===== src/sv/sscan_pkg.sv =====
// Shared types, constants and the palette lookup of the screen scan block.
package sscan_pkg;

  // Screen geometry and store depths.
  localparam int ActiveWidth  = 256;
  localparam int ActiveHeight = 192;
  localparam int CellsAcross  = ActiveWidth / 8;
  localparam int BitmapDepth  = ActiveWidth * ActiveHeight / 8;
  localparam int AttrDepth    = CellsAcross * (ActiveHeight / 8);

  localparam int AddrW   = 13;
  localparam int AttrAW  = 10;
  localparam int CoordW  = 8;
  localparam int ColourW = 4;

  // Work carried from the front to the back.
  typedef enum logic [1:0] {
    OP_NONE,
    OP_BITMAP_WR,
    OP_ATTR_WR,
    OP_RENDER
  } sscan_op_e;

  // One queued word: a store write or a render at a fixed scan position.
  typedef struct packed {
    sscan_op_e           op;
    logic [AddrW-1:0]    baddr;
    logic [AttrAW-1:0]   aaddr;
    logic [7:0]          wdata;
    logic [CoordW-1:0]   x;
    logic [CoordW-1:0]   y;
    logic                phase;
  } sscan_entry_t;

  // Two sixteen-entry palettes, packed as {red, green, blue}.
  function automatic logic [23:0] sscan_palette(input logic sel,
                                                input logic [ColourW-1:0] idx);
    logic [23:0] rgb;
    unique case ({sel, idx})
      5'd0:  rgb = 24'h000000;
      5'd1:  rgb = 24'h0000C0;
      5'd2:  rgb = 24'hC00000;
      5'd3:  rgb = 24'hC000C0;
      5'd4:  rgb = 24'h00C000;
      5'd5:  rgb = 24'h00C0C0;
      5'd6:  rgb = 24'hC0C000;
      5'd7:  rgb = 24'hC0C0C0;
      5'd8:  rgb = 24'h000000;
      5'd9:  rgb = 24'h6060FF;
      5'd10: rgb = 24'hFF6060;
      5'd11: rgb = 24'hFF60FF;
      5'd12: rgb = 24'h60FF60;
      5'd13: rgb = 24'h60FFFF;
      5'd14: rgb = 24'hFFFF60;
      5'd15: rgb = 24'hFFFFFF;
      5'd16: rgb = 24'h000000;
      5'd17: rgb = 24'h60609F;
      5'd18: rgb = 24'h9F6060;
      5'd19: rgb = 24'h9F609F;
      5'd20: rgb = 24'h609F60;
      5'd21: rgb = 24'h609F9F;
      5'd22: rgb = 24'h9F9F60;
      5'd23: rgb = 24'h606060;
      5'd24: rgb = 24'h000000;
      5'd25: rgb = 24'h9F9FFF;
      5'd26: rgb = 24'hFD9F9F;
      5'd27: rgb = 24'hFF9FFF;
      5'd28: rgb = 24'h9FFF9F;
      5'd29: rgb = 24'h9FFFFF;
      5'd30: rgb = 24'hFFFF9F;
      5'd31: rgb = 24'h9F9F9F;
    endcase
    return rgb;
  endfunction

endpackage


===== src/sv/sscan_front.sv =====
// Front end: accepts input words, classifies them and tracks the scan position.
module sscan_front import sscan_pkg::*; (
  input  logic                clk_i,
  input  logic                rst_ni,
  input  logic                accept_i,
  input  logic                command_i,
  input  logic [AddrW-1:0]    address_i,
  input  logic [7:0]          write_data_i,
  input  logic                flash_phase_i,
  output logic                push_o,
  output sscan_entry_t        entry_o
);

  logic [CoordW-1:0] col_q, col_d;
  logic [CoordW-1:0] row_q, row_d;
  logic              col_last;
  logic              row_last;
  logic [AddrW-1:0]  attr_off;

  assign col_last = (col_q == CoordW'(ActiveWidth - 1));
  assign row_last = (row_q == CoordW'(ActiveHeight - 1));
  assign attr_off = address_i - AddrW'(BitmapDepth);

  // Classify the word and build the queue entry.
  always_comb begin
    entry_o.wdata = write_data_i;
    entry_o.x     = col_q;
    entry_o.y     = row_q;
    entry_o.phase = flash_phase_i;
    if (command_i) begin
      entry_o.op    = OP_RENDER;
      // Native layout: row bits 2..0 and 5..3 trade places.
      entry_o.baddr = {row_q[7:6], row_q[2:0], row_q[5:3], col_q[7:3]};
      entry_o.aaddr = {row_q[7:3], col_q[7:3]};
    end else begin
      entry_o.baddr = address_i;
      entry_o.aaddr = attr_off[AttrAW-1:0];
      if (address_i < AddrW'(BitmapDepth)) begin
        entry_o.op = OP_BITMAP_WR;
      end else if (address_i < AddrW'(BitmapDepth + AttrDepth)) begin
        entry_o.op = OP_ATTR_WR;
      end else begin
        entry_o.op = OP_NONE;
      end
    end
  end

  // Writes past the attribute area are dropped here.
  assign push_o = accept_i && (entry_o.op != OP_NONE);

  // Raster scan position, advanced by every accepted render.
  always_comb begin
    col_d = col_q;
    row_d = row_q;
    if (accept_i && command_i) begin
      if (col_last) begin
        col_d = '0;
        row_d = row_last ? '0 : row_q + 1'b1;
      end else begin
        col_d = col_q + 1'b1;
      end
    end
  end

  always_ff @(posedge clk_i or negedge rst_ni) begin
    if (!rst_ni) begin
      col_q <= '0;
      row_q <= '0;
    end else begin
      col_q <= col_d;
      row_q <= row_d;
    end
  end

endmodule


===== config.mk =====
export PLATFORM = sky130hd
export DESIGN_NAME = sscan_front
export DESIGN_NICKNAME = d
export VERILOG_FILES = /design/src/sv/sscan_pkg.sv /design/src/sv/sscan_front.sv
export SDC_FILE = /design/constraint.sdc
export NUM_CORES = 1
export LEC_CHECK = 0
export ABC_AREA = 1
export BUFFER_PORTS_ARGS = -buffer_cell sky130_fd_sc_hd__buf_4
export CORE_ASPECT_RATIO = 1.25
export CORE_MARGIN = 2
export CORE_UTILIZATION = 25
export DETAILED_ROUTE_END_ITERATION = 8
export PLACE_DENSITY_LB_ADDON = 0.05
export SKIP_LAST_GASP = 1
export SLEW_MARGIN = 15
export SYNTH_ARGS = -nofsm -noshare
export SYNTH_HDL_FRONTEND = slang
export SYNTH_SLANG_ARGS = --single-unit

===== constraint.sdc =====
create_clock -name clk_i -period 1.81 [get_ports clk_i]
set_clock_uncertainty 0.1 [all_clocks]
set_input_delay 0.2715 -clock clk_i [delete_from_list [all_inputs] [get_ports clk_i]]
set_output_delay 0.2715 -clock clk_i [all_outputs]
set_load 0.01 [all_outputs]

* After elaboration in Yosys (flattened, before gate mapping) *
Index checks and enable logic that the tools add are counted.

word-level totals
  bits in registers = 16
  bits of input ports = 26
  output and inout port bits = 51
  logic and storage cells = 18

cells by class
  $add $sub $neg = 3
  $lt $le $gt $ge = 2
  equality and inequality tests = 2
  mux-type cells = 5
  reduce and logical (&&, ||, !) cells = 4

operators by type and width
  kind                                                count
  less-than comparator 13 bit, second input constant  2
  two-way mux 25 bit                                  1
  adder 8 x 1 -> 8 bit, second input constant         2
  equality test 8 bit, second input constant          2
  two-way mux 8 bit                                   2
  subtractor 10 x 1 -> 10 bit, second input constant  1
  two-way mux 2 bit                                   2
  logical AND 1 bit                                   2
  AND reduction 2 bit                                 1
  nonzero test 2 bit                                  1

* Logic depth before layout (Yosys ltp) *
  depth in word-level cells = 6
  depth in mapped cells = 9
  mapped depth without buffers = 9

* Least setup slack after synthesis *
No wires, ideal clock.

  kind = input -> output
  start = input port command_i
  end = output port entry_o[35] in the netlist's numbering
  arrival time = 1.153 ns
  data required time = 1.439 ns
  setup slack = 0.286 ns
  cell stages on the path = 4
  buffers on the path = 2
  cells stage by stage = clkinv_1 > buf_2 > o21ai_0 > buf_4

RTL lines
  element          RTL line           text
  start, declared  sscan_front.sv:6   input logic command_i,
  end, declared    sscan_front.sv:11  output sscan_entry_t entry_o

==> impl_metrics.env <==
export IMPL_status="finished clean"
export IMPL_post_route_util_pct=35.0
export IMPL_rsz0062_at_grt="false"
export IMPL_numCtsBuffers=3
export IMPL_finalSetupViolCount=0
export IMPL_synthCells=177
export IMPL_area_delta_synth_final_pct=37.0
export IMPL_hold_end="col_q[1]"
export IMPL_final_cell_area_sq_um=1630
export IMPL_holdPathStages=4
export IMPL_ys_ff_latch=16
export IMPL_pin_count=77
export IMPL_drive_gt1_share_pct=32.4
export IMPL_pre_cts_ws_ns=0.263
export IMPL_synth_nets=205
export IMPL_max_freq_mhz=636
export IMPL_p_clk_share_pct=20.2
export IMPL_gr_total_overflow=0
export IMPL_maxSlewViolCount=0
export IMPL_clock_path_buffers=2
export IMPL_drc_errors=0
export IMPL_worstSetupStartpointType="register"
export IMPL_netlist_area_sq_um=1190
export IMPL_post_dp_hpwl_mm=2.87
export IMPL_dieWidth_um=65.7
export IMPL_fin_crit_sh_pct=86.9
export IMPL_switching_share_pct=37.1
export IMPL_seq_power_share_pct=38.6
export IMPL_vias=1209
export IMPL_dpl_cell_area_sq_um=1580
export IMPL_crit_slowest_cell="dfrtp_1"
export IMPL_grt_max_degree=17
export IMPL_nNetsFinal=252
export IMPL_arrival_ns=1.20
export IMPL_relSlewSlack_pct=81.5
export IMPL_tightest_slew_ns=0.274
export IMPL_path_max_fanout=6
export IMPL_fillers=535
export IMPL_hold_viol_final=0
export IMPL_synth_seq_area_share_pct=33.6
export IMPL_setup_slack_ns=0.237
export IMPL_r2r_start="col_q[0]"
export IMPL_diodes=0
export IMPL_rrSetupSlack_ns=0.30
export IMPL_switching_power_uw=496
export IMPL_cts_root_buffer="clkbuf_8"
export IMPL_hold_path_class="primary input to register"
export IMPL_synth_distinct_cells=25
export IMPL_maxCapViolCount=0
export IMPL_yosysWarnings=0
export IMPL_hp_start="accept_i"
export IMPL_grt_pass1_vias=1215
export IMPL_cts_sinks=16
export IMPL_row_count=28
export IMPL_drt_iter0_drc=25
export IMPL_powerDensity_nw_per_um2=819
export IMPL_grt_pass1_wl_mm=5.70
export IMPL_route_antenna_remaining_nets=0
export IMPL_core_area_sq_um=4660
export IMPL_die_area_sq_um=5340
export IMPL_crit_type="register to primary output"
export IMPL_timing_rr_end="row_q[7]"
export IMPL_comb_power_share_pct=41.2
export IMPL_wl_mm=3.50
export IMPL_htreeDepth=1
export IMPL_io_buffers=58
export IMPL_worstRegToRegCells=7
export IMPL_drtPass1Iterations=4
export IMPL_vias_per_cell=4.29
export IMPL_worstPathRequired_ns=1.44
export IMPL_gp_congestion=0.710
export IMPL_cts_resized_gates=0
export IMPL_routedWlPerCell_um=12.4
export IMPL_avgSynthCellArea_sq_um=6.73
export IMPL_power_leakage_uw=0.000858
export IMPL_tritoncts="built"
export IMPL_crit_chain="inv_1, o21ai_0, buf_4"
export IMPL_setup_tns_final_ns=0
export IMPL_clk_latency_ns=0.24
export IMPL_start_util_pct=25.6
export IMPL_grt_use_total_pct=13.8
export IMPL_cts_reportedPaths_clkPinSlew_ns=0.07
export IMPL_holdWs_ns=0.240
export IMPL_antenna_found_initial=0
export IMPL_power_internal_uw=841
export IMPL_cp_end_kind="primary output"
export IMPL_cpPeakStageDelay_ns=0.45
export IMPL_ir_drop_uv=398
export IMPL_fin_crit_ns=1.57
export IMPL_die_h_um=81.2
[metal layers]
metal | track usage, % | wire [um]
met5 | 0 | 0
met4 | 4.38 | 23
met3 | 3.05 | 251
met2 | 21.7 | 1540
met1 | 18.7 | 1690
[synthesized netlist by cell type]
master	instances	area (sq um)
nand3_1	7	35.0
buf_4	17	128
nor3b_1	1	7.51
nor2_4	2	22.5
inv_2	2	7.51
ha_1	2	25.0
nand4_1	3	18.8
buf_2	1	5.00
nand3_2	1	10.0
nand2_1	60	225
dfrtp_1	16	400
a21boi_0	1	7.51
nand2_4	1	11.3
clkinv_1	2	7.51
a21oi_1	2	10.0
nand2_2	1	6.26
inv_1	19	71.3
nor3_1	2	10.0
o21ai_0	19	95.1
xnor2_1	2	17.5
clkbuf_1	1	3.75
xor2_1	1	8.76
nor2_2	1	6.26
nor2_1	12	45.0
or2_2	1	6.26
[repair_timing]
action / CTS / global route
endpoints found under the hold margin: 16 / 0
buffers inserted: 0 / 0
hold buffers: 1 / 0
[cell type report]
type | instances | area, sq um | share of cell area (%)
well taps | 60 | 75.1 | 4.60
multi-input cells | 119 | 568 | 34.8
clock buffers | 3 | 41.3 | 2.53
flip-flops and latches | 16 | 400 | 24.5
inverters | 23 | 86.3 | 5.29
repair buffers | 61 | 460 | 28.2
[worst max-delay path, delay by kind of cell, from the launching register on]
family	cells	cell delay, ns
DFF	1	0.45
buffers and inverters	2	0.28
AOI/OAI and AO/OA	1	0.22
[kinds of logic after synthesis]
family          after synthesis  share of synthesized area [%]
flops                        16                           33.6
simple gates                 92                           33.9
compound gates               22                           9.45
buf+inv                      42                           18.7
fa+ha+maj                     2                           2.10
xor+xnor                      3                           2.21
[power by group through the flow]
stage / registers (uW) / logic [uW] / clock network [uW]
finish: 516 / 550 / 270
global route: 533 / 612 / 299
CTS: 520 / 561 / 283
detailed placement: 526 / 557 / 0
global placement: 525 / 557 / 0
floorplan: 533 / 300 / 0
[worst max-delay path by stage]
stage	from	endpoint	slack, ns	cells past startpoint
after global placement	col_q[0]	row_q[7]	0.27	7
after detailed placement	command_i	entry_o[40]	0.26	5
after floorplan	command_i	entry_o[35]	0.29	4
after global routing	row_q[1]	row_q[0]	0.07	6
final	row_q[3]	entry_o[40]	0.24	3
after CTS	col_q[3]	entry_o[35]	0.20	3
[layout by cell type, fill, tap and decap left out, types with 2 or more instances in the layout]
| master | count |
|---|---|
| nand2_1 | 60 |
| buf_4 | 60 |
| inv_1 | 19 |
| o21ai_0 | 19 |
| dfrtp_1 | 16 |
| nor2_1 | 12 |
| nand3_1 | 7 |
| nand4_1 | 3 |
| clkbuf_8 | 3 |
| clkinv_1 | 2 |
| nor2_4 | 2 |
| inv_2 | 2 |
| a21oi_1 | 2 |
| xnor2_1 | 2 |
| nor3_1 | 2 |
| ha_1 | 2 |
[per-stage QoR]
step / instances / total power (uW)
2_1_floorplan: 177 / 833
3_3_place_gp: 278 / 1080
3_5_place_dp: 278 / 1080
4_1_cts: 282 / 1360
5_1_grt: 282 / 1440
6_report: 282 / 1340
[sequential cells by signal, indices dropped and copies added, names as in the netlist]
signal  cells
row_q       8
col_q       8
Power figures use the tool's default switching activity.
