$ cat src/sv/sscan_pkg.sv
// Shared types, constants and the palette lookup of the screen scan block.
package sscan_pkg;

  // Screen geometry and store depths.
  localparam int ActiveWidth  = 256;
  localparam int ActiveHeight = 192;
  localparam int CellsAcross  = ActiveWidth / 8;
  localparam int BitmapDepth  = ActiveWidth * ActiveHeight / 8;
  localparam int AttrDepth    = CellsAcross * (ActiveHeight / 8);

  localparam int AddrW   = 13;
  localparam int AttrAW  = 10;
  localparam int CoordW  = 8;
  localparam int ColourW = 4;

  // Work carried from the front to the back.
  typedef enum logic [1:0] {
    OP_NONE,
    OP_BITMAP_WR,
    OP_ATTR_WR,
    OP_RENDER
  } sscan_op_e;

  // One queued word: a store write or a render at a fixed scan position.
  typedef struct packed {
    sscan_op_e           op;
    logic [AddrW-1:0]    baddr;
    logic [AttrAW-1:0]   aaddr;
    logic [7:0]          wdata;
    logic [CoordW-1:0]   x;
    logic [CoordW-1:0]   y;
    logic                phase;
  } sscan_entry_t;

  // Two sixteen-entry palettes, packed as {red, green, blue}.
  function automatic logic [23:0] sscan_palette(input logic sel,
                                                input logic [ColourW-1:0] idx);
    logic [23:0] rgb;
    unique case ({sel, idx})
      5'd0:  rgb = 24'h000000;
      5'd1:  rgb = 24'h0000C0;
      5'd2:  rgb = 24'hC00000;
      5'd3:  rgb = 24'hC000C0;
      5'd4:  rgb = 24'h00C000;
      5'd5:  rgb = 24'h00C0C0;
      5'd6:  rgb = 24'hC0C000;
      5'd7:  rgb = 24'hC0C0C0;
      5'd8:  rgb = 24'h000000;
      5'd9:  rgb = 24'h6060FF;
      5'd10: rgb = 24'hFF6060;
      5'd11: rgb = 24'hFF60FF;
      5'd12: rgb = 24'h60FF60;
      5'd13: rgb = 24'h60FFFF;
      5'd14: rgb = 24'hFFFF60;
      5'd15: rgb = 24'hFFFFFF;
      5'd16: rgb = 24'h000000;
      5'd17: rgb = 24'h60609F;
      5'd18: rgb = 24'h9F6060;
      5'd19: rgb = 24'h9F609F;
      5'd20: rgb = 24'h609F60;
      5'd21: rgb = 24'h609F9F;
      5'd22: rgb = 24'h9F9F60;
      5'd23: rgb = 24'h606060;
      5'd24: rgb = 24'h000000;
      5'd25: rgb = 24'h9F9FFF;
      5'd26: rgb = 24'hFD9F9F;
      5'd27: rgb = 24'hFF9FFF;
      5'd28: rgb = 24'h9FFF9F;
      5'd29: rgb = 24'h9FFFFF;
      5'd30: rgb = 24'hFFFF9F;
      5'd31: rgb = 24'h9F9F9F;
    endcase
    return rgb;
  endfunction

endpackage

$ cat src/sv/sscan_queue.sv
// Short queue of words between the front end and the back end.
module sscan_queue import sscan_pkg::*; #(
  parameter int QUEUE_DEPTH = 4
) (
  input  logic          clk_i,
  input  logic          rst_ni,
  input  logic          push_i,
  input  sscan_entry_t  entry_i,
  output logic          full_o,
  output logic          valid_o,
  input  logic          stall_i,
  output sscan_entry_t  entry_o
);

  localparam int PtrW = $clog2(QUEUE_DEPTH);
  localparam int CntW = $clog2(QUEUE_DEPTH + 1);

  sscan_entry_t    slots_q [QUEUE_DEPTH];
  logic [PtrW-1:0] wr_ptr_q, wr_ptr_d;
  logic [PtrW-1:0] rd_ptr_q, rd_ptr_d;
  logic [CntW-1:0] count_q, count_d;
  logic            pop;

  assign full_o  = (count_q == CntW'(QUEUE_DEPTH));
  assign valid_o = (count_q != '0);
  assign entry_o = slots_q[rd_ptr_q];
  assign pop     = valid_o && !stall_i;

  // Pointer wrap and fill count.
  always_comb begin
    wr_ptr_d = wr_ptr_q;
    rd_ptr_d = rd_ptr_q;
    if (push_i) begin
      wr_ptr_d = (wr_ptr_q == PtrW'(QUEUE_DEPTH - 1)) ? '0 : wr_ptr_q + 1'b1;
    end
    if (pop) begin
      rd_ptr_d = (rd_ptr_q == PtrW'(QUEUE_DEPTH - 1)) ? '0 : rd_ptr_q + 1'b1;
    end
    case ({push_i, pop})
      2'b10:   count_d = count_q + 1'b1;
      2'b01:   count_d = count_q - 1'b1;
      default: count_d = count_q;
    endcase
  end

  always_ff @(posedge clk_i or negedge rst_ni) begin
    if (!rst_ni) begin
      wr_ptr_q <= '0;
      rd_ptr_q <= '0;
      count_q  <= '0;
    end else begin
      wr_ptr_q <= wr_ptr_d;
      rd_ptr_q <= rd_ptr_d;
      count_q  <= count_d;
    end
  end

  // Slot storage needs no reset.
  always_ff @(posedge clk_i) begin
    if (push_i) begin
      slots_q[wr_ptr_q] <= entry_i;
    end
  end

endmodule

$ cat config.mk
export PLATFORM = sky130hd
export DESIGN_NAME = sscan_queue
export DESIGN_NICKNAME = d
export VERILOG_FILES = /design/src/sv/sscan_pkg.sv /design/src/sv/sscan_queue.sv
export SDC_FILE = /design/constraint.sdc
export NUM_CORES = 1
export LEC_CHECK = 0
export BUFFER_PORTS_ARGS = -buffer_cell sky130_fd_sc_hd__buf_4
export CAP_MARGIN = 20
export CORE_MARGIN = 1
export CORE_UTILIZATION = 50
export DETAILED_ROUTE_END_ITERATION = 8
export HOLD_SLACK_MARGIN = 0.05
export PLACE_DENSITY = 0.74
export SLEW_MARGIN = 10
export SYNTH_ARGS = -nofsm -noshare
export SYNTH_HDL_FRONTEND = slang
export SYNTH_SLANG_ARGS = --single-unit
$ cat constraint.sdc
create_clock -name clk_i -period 2.11 [get_ports clk_i]
set_input_delay 0.422 -clock clk_i [delete_from_list [all_inputs] [get_ports clk_i]]
set_output_delay 0.422 -clock clk_i [all_outputs]
set_load 0.02 [all_outputs]
# Word-level counts from Yosys, hierarchy flattened
# Memories as Yosys holds them, arrays and structs flattened.
# Cells that the tools add are included.
[classes]
n_addsub = 4
mul = 0
div = 0
order_cmp = 0
n_eq_ne = 5
shift = 0
n_mux = 5
n_bitwise = 0
reduce_logical = 4
[ops]
columns = ["operator", "count"]
rows = [
  ["== test 2 bit, second input constant", 3],
  ["one-hot mux 3 bit (2 select lines)", 1],
  ["adder 2 x 1 -> 2 bit, second input constant", 2],
  ["two-way mux 2 bit", 2],
  ["adder 3 x 1 -> 3 bit, second input constant", 1],
  ["== test 3 bit, second input constant", 1],
  ["nonzero test 3 bit", 1],
  ["subtractor 3 x 1 -> 3 bit, second input constant", 1],
  ["== test 2 x 1 -> 1 bit, second input constant", 1],
  ["two-way mux 1 bit", 2],
  ["nonzero test 2 bit", 1],
  ["logical AND 1 bit", 1],
  ["logical NOT 1 bit", 1],
]
[totals]
register_bits = 7
latch_bits = 0
mem_bits_rw = 200
rom_bits = 0
input_bits = 54
output_inout_bits = 52
wordCells = 22
n_memories = 1
[mem_list]
columns = ["memory", "depth", "width", "read_ports", "rd_clocked_by_memory_dff", "write_ports", "line_no", "rtl"]
rows = [
  ["slots_q", 4, 50, 1, 0, 1, "sscan_queue.sv:18", "sscan_entry_t slots_q [QUEUE_DEPTH];"],
]

# Longest topological paths before layout
# Gate-level depths: netlist of run 1.
[depth]
word_depth = 4
ltp_mapped = 8
ltp_nobuf = 8

# Worst setup path before layout of run 1
# OpenSTA, ideal clock, no wires.
[synth_timing]
path_kind = "reg2reg"
from = "register wr_ptr_q[0]"
to = "memory slots_q[0][0] (netlist name), enable pin"
setup_ps = 413
arrival_ps = 1811
required_ps = 1697
slack_ps = -114
stages_incl_launch_ff = 4
n_path_buf = 0
period_less_slack_ps = 2224
cell_sequence = "dfrtp_1 inv_1 ha_1 and2_1"
[synth_rtl]
columns = ["element", "line_no", "rtl"]
rows = [
  ["start, declared", "sscan_queue.sv:19", "logic [PtrW-1:0] wr_ptr_q, wr_ptr_d;"],
  ["start signal, assigned", "sscan_queue.sv:52", "wr_ptr_q <= wr_ptr_d;"],
  ["end, declared", "sscan_queue.sv:18", ""],
]
# No word-level cell before the write port.

==> reports/metrics.cfg, run 1 <==
[global_routing]
grt.met3_usage = 0.0340
grt.overflow.total = 0
grt_pass1_wl_mm = 20.8
grt_start_max_net_pins = 53
busiest_layer = met2
grt_usage = 0.175
grt_pass1_vias = 3793
grt_use_met1 = 0.230
grt_antenna_before_repair = 0
met2_usage = 0.300

[finish]
final_cell_mix = edfxtp_1 (200), buf_4 (59), mux4_2 (50), buf_6 (50), clkbuf_16 (21)
fin_nets = 491
drive_above_1_share = 0.457
final_area_sq_um = 9610
syn2layout_area_growth_pct = 25.5
diodes = 0
fin_util = 0.652
layout_commonest_cell = edfxtp_1
multi_input_comb_area_sq_um = 1380
regArea_sq_um = 6190
fillCellCount = 976

[clocking]
post_cts_buffers = 0
cts_buffers = 21
cts.htree.levels = 1
insertion_delay_ps = 480
path_clk_slew_ps = 60
cts.sinks = 207
cts_tree = yes
cts-root-buf = clkbuf_16
cts_buffer_depth = 3

[power_and_ir_drop]
swShare = 0.293
leakage_nw = 3.35
power-per-cell-area_nw_per_um2 = 1440
seq_power_share = 0.395
clkPwrFrac = 0.242
peakVddDrop_mv = 1.54
p_int_mw = 9.79
switchingPower_mw = 4.06
power_frac_comb = 0.363

[synth]
netlist_area_sq_um = 7660
synth_edf_count = 200
synthFlopType = edfxtp_1
syn_nets = 362
netlist_instances = 301
ys_types = 22
ys_seq_area_frac = 0.807
ys_ff_latch = 207
ys_warn_count = 0
synth.avg_cell_area_sq_um = 25.5
ys_async_sr_fraction = 0.0338

[sta]
fin_crit_ps = 2310
worst_slew_pin_slew_ps = 339
hold_viol = 0
final-max-slew-violation-count = 0
finalCritPeriodShare = 1.10
fin_skew_ps = 7.90
setup_slack_ps = -201
max_freq_mhz = 433
fin_setup_tns_ps = -7880
setup_viol = 50
slew_headroom = 0.774
grt_setup_unrepaired = yes

[critical_path]
worstPathMaxFanout = 20
path_class = reg2out
worstSetupEndpointType = output pin
crit_path_top_delay_cell = mux4_2
worstPathArrival_ps = 1890
crit_required_ps = 1690
slowest_delay_ps = 560
cp_cell_sequence = buf_12 -> mux4_2 -> buf_6
worstSetupStartpointType = flip-flop
ff2ff_path_depth = 8

[placement]
port-buffer-count = 105
placedInstanceArea_sq_um = 8790
dpl_worst_slack_ps = 234
dpl.hpwl_mm = 7.85
gp_routability_congestion = 0.711

[detailed_routing]
drt_pass1_iterations = 4
via_count = 3458
final_antenna_net_count = 0
vias_per_cell = 5.51
wire_per_inst_microns = 20.9
drt-initial-drc-count = 217
routed_wl_mm = 13.1
drc = 0

[floorplanning]
die_h_microns = 126
core_region_area_sq_um = 14800
die_w_microns = 126
start_util = 0.519
die-area_sq_um = 15800
rows = 44
io_pins = 106

[run]
cap_violations = 0

[run_status]
violations = setup timing
status = finished, violations left

[worst_hold_path]
holdPathStages = 1
hold_path.class = in2reg

[per-layer routing]
metal  share of wire  wire (microns)
met5               0               0
met4           0.017             224
met3           0.047             613
met2            0.52            6760
met1            0.42            5500
[power groups by stage]
stage          combinational, mW  clock (mW)  sequential, mW
3_3_place_gp                4.60           0            5.51
4_1_cts                     5.15        3.43            5.48
3_5_place_dp                4.64           0            5.56
5_1_grt                     5.33        3.58            5.53
6_report                    5.04        3.35            5.47
2_1_floorplan               2.94           0            5.48
[registers in the layout, indices dropped and copies added, names as in the netlist]
signal	count
count_q	3
slots_q	200
wr_ptr_q	2
rd_ptr_q	2
[worst max-delay path, delay by kind of cell (launching register included)]
family	cells	cell delay, ps
muxes	1	560
DFF	1	460
buffers and inverters	2	370
[worst paths after layout]
path                             start             end  slack (ps)
max in group asynchronous       rst_ni     rd_ptr_q[0]        1680
min in group asynchronous       rst_ni     rd_ptr_q[0]         290
min reg2reg                 count_q[2]      count_q[2]         510
max                        rd_ptr_q[0]     entry_o[25]        -200
max reg2reg                 count_q[0]      count_q[2]         190
min                        entry_i[34]  slots_q[3][34]         130
[layout make-up]
class	count	area share
Clock buffer	29	0.0578
Clock inverter	8	0.00703
Multi-Input combinational cell	76	0.143
Sequential cell	207	0.643
Inverter	6	0.00234
Timing Repair Buffer	118	0.122
Tap cell	184	0.0239
[what timing repair did]
action                                  in CTS  in global routing
hold buffers                                 1                  0
endpoints found under the setup margin      50                 50
gates resized for setup                     50                  0
hold endpoints to repair                     7                  0
[per-stage QoR]
step / power (mW) / hold slack [ps] / cells
2_1_floorplan: 8.42 / 126 / 301
3_3_place_gp: 10.1 / 242 / 590
3_5_place_dp: 10.2 / 245 / 590
4_1_cts: 14.1 / 122 / 628
5_1_grt: 14.4 / 121 / 628
6_report: 13.9 / 134 / 628
[cell usage after synthesis (2+ instances only)]
library cell	number	area [sq um]
edfxtp_1	200	6010
mux4_2	50	1130
dfrtp_1	7	175
ha_1	6	75.1
inv_1	6	22.5
buf_2	5	25.0
and2_1	4	25.0
buf_6	4	45.0
buf_4	2	15.0
mux2_4	2	30.0
nor2_1	2	7.51
o21ai_0	2	10.0
xor2_1	2	17.5
[cell families after synthesis]
family / share of synthesized area
adders and majority gates: 0.0124
and+or+nand+nor: 0.00963
muxes: 0.152
DFF: 0.807
AOI/OAI and AO/OA: 0.00131
buffers and inverters: 0.0145
xor gates and xnor gates: 0.00343
Power figures use the tool's default switching activity.
==> inputs of run 2 (changes only) <==
--- a/config.mk
+++ b/config.mk
@@ -12,6 +12,7 @@
 export DETAILED_ROUTE_END_ITERATION = 8
 export HOLD_SLACK_MARGIN = 0.05
 export PLACE_DENSITY = 0.74
+export REMOVE_ABC_BUFFERS = 1
 export SLEW_MARGIN = 10
 export SYNTH_ARGS = -nofsm -noshare
 export SYNTH_HDL_FRONTEND = slang
==> run 2 against run 1 <==
  * Highest routed layer unchanged
  * The flow still finishes with violations (setup timing)
  * Global-route usage grew 0.20 points
  * Core utilization rose by 0.14 points
  * Clock power down 4%
  * Largest power group unchanged
  * First-iteration DRC count decreased by 21%
  * Setup slack worse by 7.2 ps
  * Clock skew is 13 ps higher
  * Fmax down 0.31%
  * Flip-flop and latch count did not move
  * Register-to-register slack better by 60 ps
  * Largest cell class unchanged
  * Critical path depth increased by 1
==> reports/metrics.cfg, run 2 (synthesized netlist as in run 1, its figures left out) <==
[run_status]
status = finished, violations left
violations = setup timing

[sta]
grt_setup_unrepaired = yes
worst_slew_pin_slew_ps = 458
setup_slack_ps = -208
slew_headroom = 0.695
final-max-slew-violation-count = 0
fin_setup_tns_ps = -8530
fin_crit_ps = 2320
max_freq_mhz = 431
setup_viol = 50
hold_viol = 0
finalCritPeriodShare = 1.10
fin_skew_ps = 20.6

[placement]
gp_routability_congestion = 0.702
dpl.hpwl_mm = 7.95
dpl_worst_slack_ps = 253
port-buffer-count = 105

[critical_path]
cpLargestDelayFamily = flip-flops
cpMostUsedCell = buf_12
worstSetupEndpointType = output pin
worstPathArrival_ps = 1900
worst-path-stages = 4
slowest_delay_ps = 520
worstPathMaxFanout = 7
crit_path_top_delay_cell = dfrtp_4
crit_buf_inv = 3
ff2ff_path_depth = 8
crit_required_ps = 1690
cp_cell_sequence = buf_12 -> buf_12 -> mux4_2 -> buf_6
worstSetupStartpointType = flip-flop
path_class = reg2out

[power_and_ir_drop]
swShare = 0.296
leakage_nw = 3.37
power_frac_comb = 0.372
p_int_mw = 9.75
power-per-cell-area_nw_per_um2 = 1440
switchingPower_mw = 4.09
peakVddDrop_mv = 0.898
clkPwrFrac = 0.233
seq_power_share = 0.395

[clocking]
cts_buffers = 21
cts_buffer_depth = 3
cts.sinks = 207
cts-root-buf = clkbuf_16
cts_tree = yes
path_clk_slew_ps = 60
cts.htree.levels = 1
insertion_delay_ps = 500

[worst_hold_path]
hold_path.class = in2reg
holdPathStages = 1

[finish]
final_cell_mix = edfxtp_1 (200), buf_4 (60), mux4_2 (50), buf_6 (50), clkbuf_16 (21)
top_regs = slots_q: 200 flops, count_q: 3 flops
fillCellCount = 987
largest_register = slots_q
layout_commonest_cell = edfxtp_1
drive_above_1_share = 0.455
syn2layout_area_growth_pct = 25.7
largest_reg_flops = 200
diodes = 0
fin_nets = 494

[detailed_routing]
drt_pass1_iterations = 4
routed_wl_mm = 13.2
final_antenna_net_count = 0
drc = 0
wire_per_inst_microns = 21.0
drt-initial-drc-count = 172
vias_per_cell = 5.50
via_count = 3468

[floorplanning]
rows = 44
die-area_sq_um = 15800
core_region_area_sq_um = 14800
die_h_microns = 126
start_util = 0.519
io_pins = 106
die_w_microns = 126

[global_routing]
grt_antenna_before_repair = 0
grt_start_max_net_pins = 36
grt_pass1_wl_mm = 20.9
grt_pass1_vias = 3771
grt_usage = 0.177
grt.overflow.total = 0

[run]
cap_violations = 0

run 2: changes by cell type in the layout (fill, tap and decap cells not counted), sizes merged:
| cell | previous run | this run |
|---|---|---|
| clkbuf | 29 | 28 |
| clkinvlp | 1 | 0 |
| buf | 117 | 120 |
| bufinv | 1 | 0 |
| clkinv | 5 | 7 |
run 2: what timing repair did:
item / 4_1_cts / 5_1_grt
gates resized for setup: 51 / 0
endpoints found under the hold margin: 7 / 0
setup endpoints to repair: 50 / 50
setup buffers: 1 / 0
hold buffers: 1 / 0
cloned: 1 / 0
run 2: power groups by stage:
| stage | Clock (mW) | Combinational, mW | Sequential [mW] |
|---|---|---|---|
| after floorplan | 0 | 2.49 | 5.83 |
| after global placement | 0 | 4.61 | 5.52 |
| after detailed placement | 0 | 4.65 | 5.56 |
| after CTS | 3.30 | 5.26 | 5.48 |
| after global routing | 3.46 | 5.46 | 5.54 |
| final | 3.22 | 5.15 | 5.47 |
run 2: worst paths after layout:
check	slack, ps	startpoint	endpoint
setup / recovery	-210	rd_ptr_q[0]	entry_o[43]
hold / removal	120	entry_i[17]	slots_q[3][17]
setup reg to reg	250	count_q[0]	count_q[2]
hold reg to reg	530	count_q[2]	count_q[2]
max in group asynchronous	1670	rst_ni	rd_ptr_q[0]
min in group asynchronous	290	rst_ni	rd_ptr_q[1]
run 2: final cells by class:
cell class | count | area (sq um) | share of cell area
flip-flops and latches | 207 | 6190 | 0.642
multi-input cells | 76 | 1380 | 0.143
repair buffers | 121 | 1230 | 0.128
clock buffers | 28 | 552 | 0.0573
well taps | 184 | 230 | 0.0239
clock inverters | 8 | 36.3 | 0.00377
inverters | 6 | 22.5 | 0.00234
run 2: per-layer routing:
layer,vias up,part of all wire,global-route usage
li1,1533,-,-
met5,-,0,0
met3,23,0.058,0.0429
met2,96,0.48,0.277
met1,1816,0.44,0.248
met4,0,0.022,0.0567
run 2: worst reg2reg max path, cell delays in order (launching register included):
cell and delay, ps:
dfrtp_1 410, or3_4 400, nor2b_4 150, ha_1 200, inv_1 70, fa_1 170, xor2_1 150, nor2_1 60
xor2_1 140
run 2: through the flow:
stage / total power [mW] / hold WS (ps) / instances / instance area [sq um] / util
3_3_place_gp: 10.1 / 243 / 591 / 8800 / 0.597
2_1_floorplan: 8.33 / 126 / 289 / 7570 / -
3_5_place_dp: 10.2 / 242 / 591 / 8800 / 0.597
6_report: 13.8 / 120 / 630 / 9630 / 0.653
4_1_cts: 14.0 / 106 / 630 / 9630 / 0.653
5_1_grt: 14.5 / 102 / 630 / 9630 / 0.653
==> inputs of run 3 (changes only) <==
--- a/config.mk
+++ b/config.mk
@@ -5,13 +5,14 @@
 export SDC_FILE = /design/constraint.sdc
 export NUM_CORES = 1
 export LEC_CHECK = 0
+export ABC_AREA = 1
 export BUFFER_PORTS_ARGS = -buffer_cell sky130_fd_sc_hd__buf_4
 export CAP_MARGIN = 20
 export CORE_MARGIN = 1
-export CORE_UTILIZATION = 50
+export CORE_UTILIZATION = 52
 export DETAILED_ROUTE_END_ITERATION = 8
 export HOLD_SLACK_MARGIN = 0.05
-export PLACE_DENSITY = 0.74
+export PLACE_DENSITY = 0.76
 export REMOVE_ABC_BUFFERS = 1
 export SLEW_MARGIN = 10
 export SYNTH_ARGS = -nofsm -noshare
==> run 3 against run 2 <==
  * The run still ends with setup timing left
  * Clock power grew 11%
  * Synthesized cell count grew 110%
  * Cell area grew 9.6%
  * Setup slack gained 92 ps
  * Synthesized area grew 8.7%
==> reports/metrics.cfg, run 3 <==
[sta]
hold_ws_ps = 139
setup_slack_ps = -116
grt_setup_unrepaired = yes
fin_skew_ps = 11.3
finalCritPeriodShare = 1.06
max_freq_mhz = 449
worst_slew_pin_slew_ps = 412
fin_crit_ps = 2230
final-max-slew-violation-count = 0
hold_viol = 0
fin_setup_tns_ps = -2750
slew_headroom = 0.725
setup_viol = 44

[finish]
drive_above_1_share = 0.221
top_regs = slots_q: 200 flops, count_q: 3 flops
stdcell_count = 990
largest_register = slots_q
largest_reg_flops = 200
syn2layout_area_growth_pct = 26.7
final_cell_mix = edfxtp_1 (200), nand2_1 (166), inv_1 (111)
layout_commonest_cell = edfxtp_1
fin_nets = 829
diodes = 0

[power_and_ir_drop]
power_frac_comb = 0.419
clkPwrFrac = 0.229
seq_power_share = 0.352
power-per-cell-area_nw_per_um2 = 1480
power.total_mw = 15.6
peakVddDrop_mv = 0.925
switchingPower_mw = 5.39
leakage_nw = 4.28
swShare = 0.345
p_int_mw = 10.2

[detailed_routing]
drt-initial-drc-count = 329
via_count = 5188
wire_per_inst_microns = 17.7
drc = 0
routed_wl_mm = 17.5
final_antenna_net_count = 0
drt_pass1_iterations = 4
vias_per_cell = 5.24

[placement]
port-buffer-count = 105
dp_cells = 940
dpl.hpwl_mm = 9.30
gp_routability_congestion = 0.749

[synth]
yosys.area_share.simple = 0.0794
synth_top_area_cell = edfxtp_1
synth.avg_cell_area_sq_um = 13.0
yosys-top-cells-area = edfxtp_1 (72%), o211ai_1 (9.0%), nand2_1 (7.5%)
synth_edf_count = 200
ys_types = 16
ys_ff_latch = 207
ys_async_sr_fraction = 0.0338
yosysMostFrequentCell = edfxtp_1
synthFlopType = edfxtp_1
synth_top_family_by_area = compound AO/OA/AOI/OAI gates
netlist_area_sq_um = 8330
synth.area.mux_share = 0
synthTopCellsByCount = edfxtp_1 (200), nand2_1 (166), inv_1 (116), o211ai_1 (100), buf_2 (21)
ys_warn_count = 0
ys_seq_area_frac = 0.742
netlist_instances = 642
synth_adder_area_share = 0.0114
synth_xor_area_frac = 0.00105
synth_top_area_share = 0.721
synth_compound_area_frac = 0.0919

[global_routing]
grt_pass1_vias = 5109
grt_start_max_net_pins = 58
grt_pass1_wl_mm = 25.2
grt.overflow.total = 0
grt_antenna_before_repair = 0
grt_usage = 0.200

[critical_path]
path_class = reg2out
crit_path_top_delay_cell = dfrtp_4
worstPathMaxFanout = 9
crit_required_ps = 1690
worstSetupStartpointType = flip-flop
worstPathArrival_ps = 1800
cp_cell_sequence = buf_6 -> buf_16 -> o211ai_1 -> nand2_1 -> buf_6
cpLargestDelayFamily = flip-flops
worstSetupEndpointType = output pin
cpMostUsedCell = buf_6
crit_buf_inv = 3
slowest_delay_ps = 510

[floorplanning]
die_w_microns = 129
die-area_sq_um = 16500
start_util = 0.540
core_region_area_sq_um = 15400
io_pins = 106
die_h_microns = 129
rows = 45

[clocking]
insertion_delay_ps = 480
cts-root-buf = clkbuf_16
cts_buffer_depth = 3
cts.sinks = 207
cts_buffers = 21
cts_tree = yes
path_clk_slew_ps = 60
cts.htree.levels = 1

[run_status]
status = finished, violations left
violations = setup timing

[run]
cap_violations = 0

[worst_hold_path]
hold_path.class = in2reg

run 3: cell count changes after synthesis, moves of 2 or more:
cell / change
nand3_1: +4
inv_1: +110
and2_1: -4
clkbuf_1: +4
mux2_4: -2
buf_2: +16
nand2_1: +165
o211ai_1: +100
xor2_1: -2
mux4_2: -50
buf_6: -4
buf_4: +6
run 3: final cells by class:
class,count,area [sq um]
flip-flops and latches,207,6190
fillers,1048,4870
multi-input cells,285,1530
repair buffers,137,1480
clock buffers,22,529
inverters,116,435
well taps,211,264
clock inverters,12,130
run 3: metrics by stage:
step / area (sq um) / util / setup slack [ps]
floorplan: 8150 / - / -2200
global placement: 9460 / 0.613 / 391
detailed placement: 9460 / 0.613 / 250
CTS: 10300 / 0.666 / -98.4
global route: 10600 / 0.684 / -169
finish: 10600 / 0.684 / -116
run 3: repair_timing:
action                     in CTS  in global routing
buffers inserted                0                  6
hold buffers                    1                  0
pin swaps                      10                 70
setup endpoints to repair      42                 50
gates cloned                    2                  8
hold endpoints to repair        7                  0
resized for setup              20                 18
run 3: cells by family (layout without fill, tap and decap cells):
family	Yosys count	count (layout)
DFF	207	207
buffers and inverters	150	287
adders and majority gates	7	7
and+or+nand+nor	174	174
xor gates and xnor gates	1	1
AOI/OAI and AO/OA	103	103
run 3: final timing paths:
check | start | endpoint | slack (ps) | cells past startpoint
hold / removal | entry_i[17] | slots_q[1][17] | 140 | 1
setup / recovery | rd_ptr_q[0] | entry_o[11] | -120 | 5
setup reg to reg | count_q[1] | count_q[1] | 190 | 8
max in group asynchronous | rst_ni | rd_ptr_q[0] | 1690 | 2
hold reg to reg | count_q[2] | count_q[2] | 510 | 2
min in group asynchronous | rst_ni | count_q[2] | 290 | 2
run 3: routing by layer:
layer,share of wire,track usage,up-vias,wire [microns]
met5,0,0,-,0
met4,0.014,0.0547,0,244
met3,0.052,0.0374,31,909
met2,0.51,0.362,142,8880
met1,0.43,0.246,2542,7460
li1,-,-,2473,-
run 3: power groups by stage:
| stage | Sequential [mW] | Combinational, mW | Clock (mW) |
|---|---|---|---|
| after floorplan | 5.84 | 2.48 | 0 |
| after global placement | 5.56 | 5.27 | 0 |
| after detailed placement | 5.60 | 5.41 | 0 |
| after CTS | 5.54 | 5.80 | 3.61 |
| after global routing | 5.55 | 7.02 | 3.79 |
| final | 5.50 | 6.55 | 3.57 |
